$ cat src/rtl/spatial_hash_cell_table_unit_assert.svh
// ----------------------------------------------------------------------------
// spatial_hash_cell_table_unit_assert
// Assertion macros shared by the cell table RTL.
// ----------------------------------------------------------------------------
`ifndef SPATIAL_HASH_CELL_TABLE_UNIT_ASSERT_SVH
`define SPATIAL_HASH_CELL_TABLE_UNIT_ASSERT_SVH

// Assert that a condition implies a consequence in the same cycle.
`define SHCT_ASSERT_IMPL(label, clk, rst_n, cond, cons) \
    label: assert property (@(posedge clk) disable iff (!rst_n) (cond) |-> (cons)) \
        else $error("assertion failed");

// Assert that a condition implies a consequence in the next cycle.
`define SHCT_ASSERT_NEXT(label, clk, rst_n, cond, cons) \
    label: assert property (@(posedge clk) disable iff (!rst_n) (cond) |=> (cons)) \
        else $error("assertion failed");

`endif

$ cat src/rtl/shct_ram.sv
// ----------------------------------------------------------------------------
// shct_ram
// Single-port synchronous RAM with registered read data.
// ----------------------------------------------------------------------------
module shct_ram #(
    parameter int WIDTH = 8,
    parameter int DEPTH = 16
) (
    input  logic                     clk,
    input  logic                     we,
    input  logic [$clog2(DEPTH)-1:0] addr,
    input  logic [WIDTH-1:0]         wdata,
    output logic [WIDTH-1:0]         rdata
);

    logic [WIDTH-1:0] mem [DEPTH];

    always_ff @(posedge clk)
    begin
        if (we)
        begin
            mem[addr] <= wdata;
        end
        rdata <= mem[addr];
    end

endmodule

$ cat config.mk
export PLATFORM = sky130hd
export DESIGN_NAME = shct_ram
export DESIGN_NICKNAME = d
export VERILOG_FILES = /design/src/rtl/spatial_hash_cell_table_unit_assert.svh /design/src/rtl/shct_ram.sv
export SDC_FILE = /design/constraint.sdc
export NUM_CORES = 1
export LEC_CHECK = 0
export BUFFER_PORTS_ARGS = -buffer_cell sky130_fd_sc_hd__buf_2
export CORE_UTILIZATION = 54
export DETAILED_ROUTE_END_ITERATION = 10
export GPL_TIMING_DRIVEN = 1
export PLACE_DENSITY = 0.86
export SYNTH_ARGS = -nofsm -noshare
export SYNTH_HDL_FRONTEND = slang
export SYNTH_SLANG_ARGS = --single-unit
$ cat constraint.sdc
create_clock -name clk -period 1.9 [get_ports clk]
set_clock_uncertainty 0.2 [all_clocks]
set_input_delay 0.19 -clock clk [delete_from_list [all_inputs] [get_ports clk]]
set_output_delay 0.19 -clock clk [all_outputs]
set_load 0.02 [all_outputs]
==> results.json, run 1 <==
{
  "async_reset_ff_frac": 0,
  "grt_overflow": 0,
  "vias": 2547,
  "p_leak_nw": 2.062,
  "drcViolationCount": 0,
  "syn_area_per_cell_sq_um": 22.03,
  "power_mw": 6.775,
  "grtUsageTotal": 0.2326,
  "first_pass_iters": 4,
  "netlist_top_cells_area": "edfxtp_1 76%, mux4_2 14%, dfxtp_1 3.2%, a22oi_1 2.4%, nor2_1 0.96%",
  "tightest_slew_ps": 586.7,
  "maxSlewViolCount": 0,
  "syn_to_final_growth_pct": 20.40,
  "synth_mux_area_frac": 0.1422,
  "nNetsFinal": 304,
  "grt_pass1_wl_mm": 15.59,
  "cp_max_fo": 1,
  "clock_power_share": 0.448,
  "synth_most_common_cell": "edfxtp_1",
  "relSlewSlack": 0.6074,
  "synth.distinct_cells": 18,
  "netlist_top_cells_count": "128 x edfxtp_1, 32 x mux4_2, 16 x a22oi_1",
  "hold_viol": 0,
  "die_x_um": 98.87,
  "die-area_sq_um": 9775,
  "rsz0062_at_grt": "no",
  "rrSetupSlack_ps": 290,
  "hold_path.class": "in -> reg",
  "worstSkewPairLatency_ps": 510,
  "cts_resized": 0,
  "r2r_cells": 3,
  "yosys_warnings": 0,
  "cp-end-kind": "flop",
  "setup_viol": 0,
  "numPortBuffers": 21,
  "comb_power_share": 0.053,
  "ys.flop_type": "edfxtp_1",
  "ys_ff_latch": 136,
  "synthCells": 230,
  "synth_edf_count": 128,
  "yosysTopAreaCellShare": 0.7585,
  "synth-compound-area-share": 0.02370,
  "slowest_delay_ps": 490,
  "powerDensity_nw_per_um2": 1110,
  "initial_core_util": 0.5699,
  "cts_root_buf": "clkbuf_8",
  "grt_pass1_vias": 2726,
  "drt_iter0_drc": 253,
  "gp_congestion": 0.7823,
  "cts_tree": "built",
  "core_region_area_sq_um": 8891,
  "stdcell_area_sq_um": 6101,
  "cts.clk_slew.worst_paths_ps": 60,
  "critPathRequiredTime_ps": 2100,
  "antenna_found_initial": 0,
  "cts_buffers": 17,
  "cp_slowest_cell": "mux4_2",
  "ant_nets": 0,
  "synth_xor_area_frac": 0,
  "fin_tns_setup_ps": 0,
  "placed_area_sq_um": 5458,
  "insertedDiodeCount": 0,
  "critPathArrivalTime_ps": 1810,
  "critPathKind": "reg -> reg",
  "fillers": 528,
  "final_util": 0.6862,
  "cp-start-kind": "flop",
  "grt_max_degree": 21,
  "status": "finished, final reports clean",
  "ys_seq_area_frac": 0.7901,
  "cts_max_level": 4,
  "fp.dieH_um": 98.87,
  "rows": 34,
  "pwr-share-seq": 0.499,
  "synth_top_family_by_area": "multiplexers",
  "syn_area_sq_um": 5067,
  "fin_crit_sh": 0.8483,
  "syn_nets": 244,
  "yosysTopAreaCell": "edfxtp_1",
  "avgViaCountPerCell": 6.197,
  "ioPinCount": 22,
  "synth_adder_area_share": 0,
  "netSwitchingFraction": 0.2033,
  "fin_crit_ps": 1612,
  "clock_sinks": 136,
  "synthSimpleGateAreaFrac": 0.03210,
  "routedWlPerCell_um": 24.61,
  "clock.fmax_mhz": 620.4,
  "peakVddDrop_v": 0.0004497,
  "drv_cap": 0,
  "switchingPower_mw": 1.377,
  "hold_depth": 5,
  "cp.buffers_inverters": 0,
  "p_int_mw": 5.397,
  "dp_hpwl_mm": 6.070,
  "path_cells": "mux4_2, a22oi_1, nand2_1",
  "drive_gt1_frac": 0.3564,
  "crit_family": "multiplexers",
  "cp.depth": 3,
  "drt-total-wl_mm": 10.11,
  "cts_buffer_depth": 2
}
layout make-up:
cell class / instances / area, sq um / share of cell area
clock buffer: 19 / 431.7 / 0.07075
tap: 108 / 135.1 / 0.02215
timing repair buffer: 52 / 395.4 / 0.06481
clock inverter: 13 / 131.4 / 0.02153
sequential: 136 / 4004 / 0.6563
multi-input combinational: 83 / 1003 / 0.1645
tightest hold or removal path, stage by stage:
cell,delay [ps]
buf_2,150
nor2b_1,130
buf_4,180
a22oi_1,90
nand2_1,50
flip-flops by register name (all words and copies together), names as in the netlist:
| signal | count |
|---|---|
| rdata | 8 |
| mem | 128 |
per-stage QoR:
stage	cells	setup slack (ps)	hold WS, ps
3_3_place_gp	371	136.3	378.6
6_report	411	288.2	118.8
4_1_cts	411	298.6	96.37
5_1_grt	411	265.7	129.8
2_1_floorplan	230	16.99	88.87
3_5_place_dp	371	109.6	388.6
cells by family after synthesis:
logic type,count (synthesis)
AO/OA/AOI/OAI,16
buffers and inverters,11
flip-flops,136
multiplexers,32
AND/OR/NAND/NOR,35
timing repair:
item	CTS	global route
hold endpoints to repair	128	0
buffers inserted	0	0
hold buffers	8	0
power by group through the flow:
stage                     Combinational (mW)  Clock [mW]  Sequential (mW)
after floorplan                        0.173           0             3.46
after global routing                   0.385        3.21             3.38
after detailed placement               0.343           0             3.44
final                                  0.360        3.04             3.38
after global placement                 0.331           0             3.43
after CTS                              0.364        3.08             3.38
cell usage in the layout (no fill, tap or decap), drive strengths merged:
| master | netlist | routed |
|---|---|---|
| nand3 | 1 | 1 |
| nand2 | 9 | 9 |
| nand3b | 2 | 2 |
| bufinv | 0 | 2 |
| clkinv | 0 | 9 |
| clkinvlp | 0 | 2 |
| and2 | 1 | 1 |
| a22oi | 16 | 16 |
| dfxtp | 8 | 8 |
| nor3 | 4 | 4 |
| or3b | 1 | 1 |
| dlygate4sd3 | 0 | 8 |
| nand2b | 2 | 2 |
| clkbuf | 3 | 19 |
| nor2b | 2 | 2 |
| edfxtp | 128 | 128 |
| mux4 | 32 | 32 |
| nor2 | 13 | 13 |
| buf | 8 | 44 |
path summary, 6_finish.rpt:
path | startpoint | to
max | mem[2][0]$_DFFE_PP_ | rdata[0]$_DFF_P_
min | addr[2] | rdata[0]$_DFF_P_
max reg2reg | mem[2][0]$_DFFE_PP_ | rdata[0]$_DFF_P_
min reg2reg | mem[15][0]$_DFFE_PP_ | rdata[0]$_DFF_P_
metal layers:
metal / track usage / share of wire / vias up
li1: - / - / 1090
met1: 0.2909 / 0.37 / 1316
met2: 0.3862 / 0.53 / 131
met3: 0.06241 / 0.087 / 10
met4: 0.1010 / 0.010 / 0
met5: 0 / 0 / -
Note: power is estimated with default switching activity, not from simulation.
==> run 2, diff against run 1 <==
==> constraint.sdc (replaced) <==
create_clock -name clk -period 1.31 [get_ports clk]
set_clock_uncertainty 0.2 [all_clocks]
set_input_delay 0.131 -clock clk [delete_from_list [all_inputs] [get_ports clk]]
set_output_delay 0.131 -clock clk [all_outputs]
set_load 0.02 [all_outputs]
==> run 2 against run 1 <==
- the flow now finishes with violations (negative hold slack, negative setup slack)
- worst hold slack got worse by 130 ps
- register-to-register slack got worse by 530 ps
- design area up 6.1%
- non-clock buffer count fell by 4
- first-iteration DRC count is 33% lower
- critical path type unchanged
==> results.json, run 2 (synthesized netlist as in run 1, its figures left out) <==
{
  "worstSkewPairLatency_ps": 520,
  "critPathKind": "reg -> reg",
  "die-area_sq_um": 9775,
  "grt_pass1_wl_mm": 16.59,
  "nNetsFinal": 300,
  "violations": "negative hold slack, negative setup slack",
  "maxSlewViolCount": 0,
  "drcViolationCount": 0,
  "cts_buffer_depth": 2,
  "setup_viol": 10,
  "gp_congestion": 0.7402,
  "routedWlPerCell_um": 26.54,
  "initial_core_util": 0.5699,
  "fillers": 470,
  "cp-start-kind": "flop",
  "fp.dieH_um": 98.87,
  "dp_hpwl_mm": 6.527,
  "cp-end-kind": "flop",
  "clock_sinks": 136,
  "postCtsSetupBuffers": 0,
  "largest-register": "mem",
  "cts.clk_slew.worst_paths_ps": 60,
  "grt_pass1_vias": 2731,
  "cts_root_buf": "clkbuf_8",
  "cp_slowest_cell": "mux4_2",
  "fin_crit_sh": 1.185,
  "path_cells": "mux4_2, a22oi_2, nand2_1",
  "status": "complete, but fails checks",
  "relSlewSlack": 0.3802,
  "largest_register_ffs": 128,
  "die_x_um": 98.87,
  "hold_viol": 16,
  "tightest_slew_ps": 926.3,
  "core_region_area_sq_um": 8891,
  "numPortBuffers": 21,
  "clock.fmax_mhz": 644.4,
  "critPathRequiredTime_ps": 1510,
  "p_leak_nw": 2.131,
  "avgViaCountPerCell": 6.138,
  "hold_buffers": 8,
  "peakVddDrop_v": 0.001271,
  "final.setup.worst_slack_ps": -241.8,
  "cts_buffers": 17,
  "final_cell_mix": "128 x edfxtp_1, 32 x mux4_2, 16 x clkbuf_16",
  "grt_max_degree": 25,
  "drive_gt1_frac": 0.4548,
  "stdcell_area_sq_um": 6474,
  "slowest_delay_ps": 540,
  "cts_max_level": 4,
  "ioPinCount": 22,
  "fin_crit_ps": 1552,
  "ant_nets": 0,
  "power_mw": 10.53,
  "drv_cap": 0,
  "placed_area_sq_um": 5675,
  "grtUsageTotal": 0.2529,
  "first_pass_iters": 4,
  "largestRegisters": "mem (128), rdata (8)",
  "vias": 2498,
  "critPathArrivalTime_ps": 1750,
  "rows": 34,
  "cp_max_fo": 1,
  "grt_overflow": 0,
  "rrSetupSlack_ps": -240,
  "drt_iter0_drc": 170,
  "hold_path.class": "in -> reg",
  "holdWs_ps": -14.67,
  "insertedDiodeCount": 0,
  "drt-total-wl_mm": 10.80,
  "powerDensity_nw_per_um2": 1626,
  "rsz0062_at_grt": "yes",
  "antenna_found_initial": 0,
  "cts_tree": "built",
  "syn_to_final_growth_pct": 27.75,
  "mostFrequentLayoutCell": "edfxtp_1"
}
==> run 2: worst max-delay path: cells and delay by family, from the launching register on <==
kind,cells,cell delay [ps]
compound gates,1,210
flops,1,400
mux,1,540
simple gates,1,90
==> run 2: cell type report <==
cell class / instances / area, sq um / area share
Clock buffer: 21 / 459.2 / 0.07093
Clock inverter: 11 / 170.2 / 0.02629
Multi-Input combinational cell: 83 / 1199 / 0.1852
Sequential cell: 136 / 4011 / 0.6196
Tap cell: 108 / 135.1 / 0.02087
Timing Repair Buffer: 48 / 499.2 / 0.07712
==> run 2: through the flow <==
step | setup slack (ps) | hold slack, ps | utilization | setup TNS (ps) | std cells
after floorplan | -154.7 | 29.87 | - | -2989 | 230
after global placement | -437.6 | 327.9 | 0.6383 | -36930 | 367
after detailed placement | -481.0 | 344.1 | 0.6383 | -38980 | 367
after CTS | -250.6 | -33.71 | 0.7260 | -1588 | 407
after global routing | -268.5 | -22.45 | 0.7281 | -1822 | 407
final | -241.8 | -14.67 | 0.7281 | -1470 | 407
==> run 2: path summary, 6_finish.rpt <==
path | to | start | depth (start not counted)
worst max register to register | rdata[4]$_DFF_P_ | mem[15][4]$_DFFE_PP_ | 3
worst min-delay path | mem[2][0]$_DFFE_PP_ | addr[2] | 3
worst max-delay path | rdata[4]$_DFF_P_ | mem[15][4]$_DFFE_PP_ | 3
worst min register to register | rdata[7]$_DFF_P_ | mem[5][7]$_DFFE_PP_ | 3
==> run 2: layer usage <==
| layer | up-vias | wire (um) | GRT usage |
|---|---|---|---|
| met3 | 14 | 594 | 0.05106 |
| met4 | 0 | 183 | 0.1114 |
| met2 | 122 | 5718 | 0.4201 |
| met1 | 1286 | 4303 | 0.3279 |
| met5 | - | 0 | 0 |
| li1 | 1076 | - | - |
==> run 2: where the power goes <==
part           total, mW  switching [mW]  internal, mW
Combinational      0.639           0.350         0.289
Sequential          4.91          0.0419          4.87
Clock               4.97            1.73          3.24
Total               10.5            2.12          8.40
==> run 2: repair_timing <==
| action | CTS | global route |
|---|---|---|
| resized for setup | 21 | 7 |
| setup endpoints to repair | 15 | 16 |
| hold endpoints to repair | 144 | 16 |
| gates cloned | 0 | 0 |
| pin swaps | 7 | 1 |
==> run 3, diff against run 2 <==
--- a/config.mk
+++ b/config.mk
@@ -7,6 +7,7 @@
 export LEC_CHECK = 0
 export BUFFER_PORTS_ARGS = -buffer_cell sky130_fd_sc_hd__buf_2
 export CORE_UTILIZATION = 54
+export CTS_BUF_LIST = sky130_fd_sc_hd__clkbuf_16
 export DETAILED_ROUTE_END_ITERATION = 10
 export GPL_TIMING_DRIVEN = 1
 export PLACE_DENSITY = 0.86
==> constraint.sdc (replaced) <==
create_clock -name clk -period 1.31 [get_ports clk]
set_clock_uncertainty 0.2 [all_clocks]
set_input_delay 0.131 -clock clk [delete_from_list [all_inputs] [get_ports clk]]
set_output_delay 0.131 -clock clk [all_outputs]
set_load 0.1 [all_outputs]
==> run 3 against run 2 <==
- the flow finishes with violations (negative setup slack)
- first-iteration DRC count up 96%
- sequential share of layout area decreased by 1.6 points
- core utilization rose by 1.9 points
- power increased by 3.0%
- global-route usage up 0.60 points
- worst setup slack better by 18 ps
- final cell count up 1.7%
- sequential power barely moved
==> results.json, run 3 (synthesized netlist as in run 1, its figures left out) <==
{
  "initial_core_util": 0.5699,
  "crit_start": "mem[10][6]$_DFFE_PP_",
  "fin_tns_setup_ps": -1458,
  "dp_hpwl_mm": 6.694,
  "slowest_delay_ps": 500,
  "drive_gt1_frac": 0.4771,
  "grt_pass1_wl_mm": 17.19,
  "min-delay-start": "addr[3]",
  "ant_nets": 0,
  "fin_crit_sh": 1.171,
  "cts_tree": "built",
  "status": "complete, but fails checks",
  "antenna_found_initial": 0,
  "fillers": 442,
  "cp-start-kind": "flop",
  "mostFrequentLayoutCell": "edfxtp_1",
  "fp.dieH_um": 98.87,
  "maxSlewViolCount": 0,
  "vias": 2600,
  "cp-end-kind": "flop",
  "grt_pass1_vias": 2758,
  "placed_area_sq_um": 5886,
  "hold_viol": 0,
  "final_cell_mix": "128 x edfxtp_1, 32 x mux4_2, 21 x buf_12",
  "crit_family": "multiplexers",
  "violations": "negative setup slack",
  "place_worst_setup_slack_ps": -547.2,
  "routedWlPerCell_um": 26.95,
  "cp.buffers_inverters": 0,
  "syn_to_final_growth_pct": 31.14,
  "gp_congestion": 0.7564,
  "stdcell_area_sq_um": 6645,
  "clock_sinks": 136,
  "cts_max_level": 4,
  "cts_buffers": 17,
  "rows": 34,
  "final_util": 0.7474,
  "drt_iter0_drc": 333,
  "cts_root_buf": "clkbuf_16",
  "drcViolationCount": 0,
  "fin_crit_ps": 1534,
  "multi_input_area_sq_um": 1209,
  "nNetsFinal": 307,
  "drv_cap": 0,
  "powerDensity_nw_per_um2": 1631,
  "rrSetupSlack_ps": -220,
  "grt_max_degree": 23,
  "relSlewSlack": 0.3711,
  "first_pass_iters": 5,
  "clock.fmax_mhz": 652.0,
  "avgViaCountPerCell": 6.280,
  "worstSkewPairLatency_ps": 410,
  "drt-total-wl_mm": 11.16,
  "tightest_slew_ps": 941.3,
  "power_mw": 10.84,
  "hold_path.class": "in -> reg",
  "die-area_sq_um": 9775,
  "postCtsSetupBuffers": 0,
  "critPathArrivalTime_ps": 1610,
  "cp_max_fo": 1,
  "cts.clk_slew.worst_paths_ps": 60,
  "critPathRequiredTime_ps": 1390,
  "cts_buffer_depth": 2,
  "critPathKind": "reg -> reg",
  "insertedDiodeCount": 0,
  "largest_register_ffs": 128,
  "p_leak_nw": 2.201,
  "seqCellArea_sq_um": 4011,
  "setup_viol": 8,
  "dp.cells": 374,
  "layoutNonFillerInstCount": 414,
  "final.setup.worst_slack_ps": -223.8,
  "grt_overflow": 0,
  "path_cells": "mux4_2, a22oi_2, nand2_1",
  "holdWs_ps": 142.9,
  "numPortBuffers": 21,
  "cp_slowest_cell": "mux4_2",
  "die_x_um": 98.87,
  "largestRegisters": "mem (128), rdata (8)",
  "ioPinCount": 22,
  "rsz0062_at_grt": "yes",
  "grtUsageTotal": 0.2588,
  "largest-register": "mem",
  "r2r_start": "mem[10][6]$_DFFE_PP_",
  "peakVddDrop_v": 0.001194,
  "core_region_area_sq_um": 8891
}
-- run 3: cell types whose count changed in the layout (fill, tap and decap cells not counted), moves of 2 or more --
cell	change
buf_12	+11
buf_6	-7
clkbuf_8	-4
inv_6	+2
buf_4	+3
a22oi_1	-2
a22oi_2	+2
-- run 3: what timing repair did --
item	in CTS	in global routing
hold endpoints to repair	128	0
gates resized for setup	6	9
endpoints found under the setup margin	12	19
pin swaps	4	4
hold buffers	8	0
-- run 3: worst min-delay path, cell delays in order --
cell,delay [ps]
buf_2,90
nand3b_1,160
nor3_4,60
buf_12,140
-- run 3: cell type report --
class	instances	area share
well taps	108	0.02034
clock buffers	17	0.06402
flip-flops and latches	136	0.6037
repair buffers	55	0.09979
clock inverters	15	0.03031
multi-input cells	83	0.1819
-- run 3: where the power goes --
group	internal, mW	switching [mW]	total [mW]
clock network	3.19	1.83	5.02
registers	4.87	0.0508	4.92
logic	0.359	0.538	0.897
-- run 3: path summary, 6_finish.rpt --
path                          to  cells past startpoint
min          mem[4][4]$_DFFE_PP_                      4
min reg2reg     rdata[7]$_DFF_P_                      3
max reg2reg     rdata[6]$_DFF_P_                      3
max             rdata[6]$_DFF_P_                      3
-- run 3: per-layer routing --
layer	wire length (um)	global-route usage
met5	0	0
met2	5608	0.4051
met3	780	0.06383
met4	252	0.08726
met1	4517	0.3631
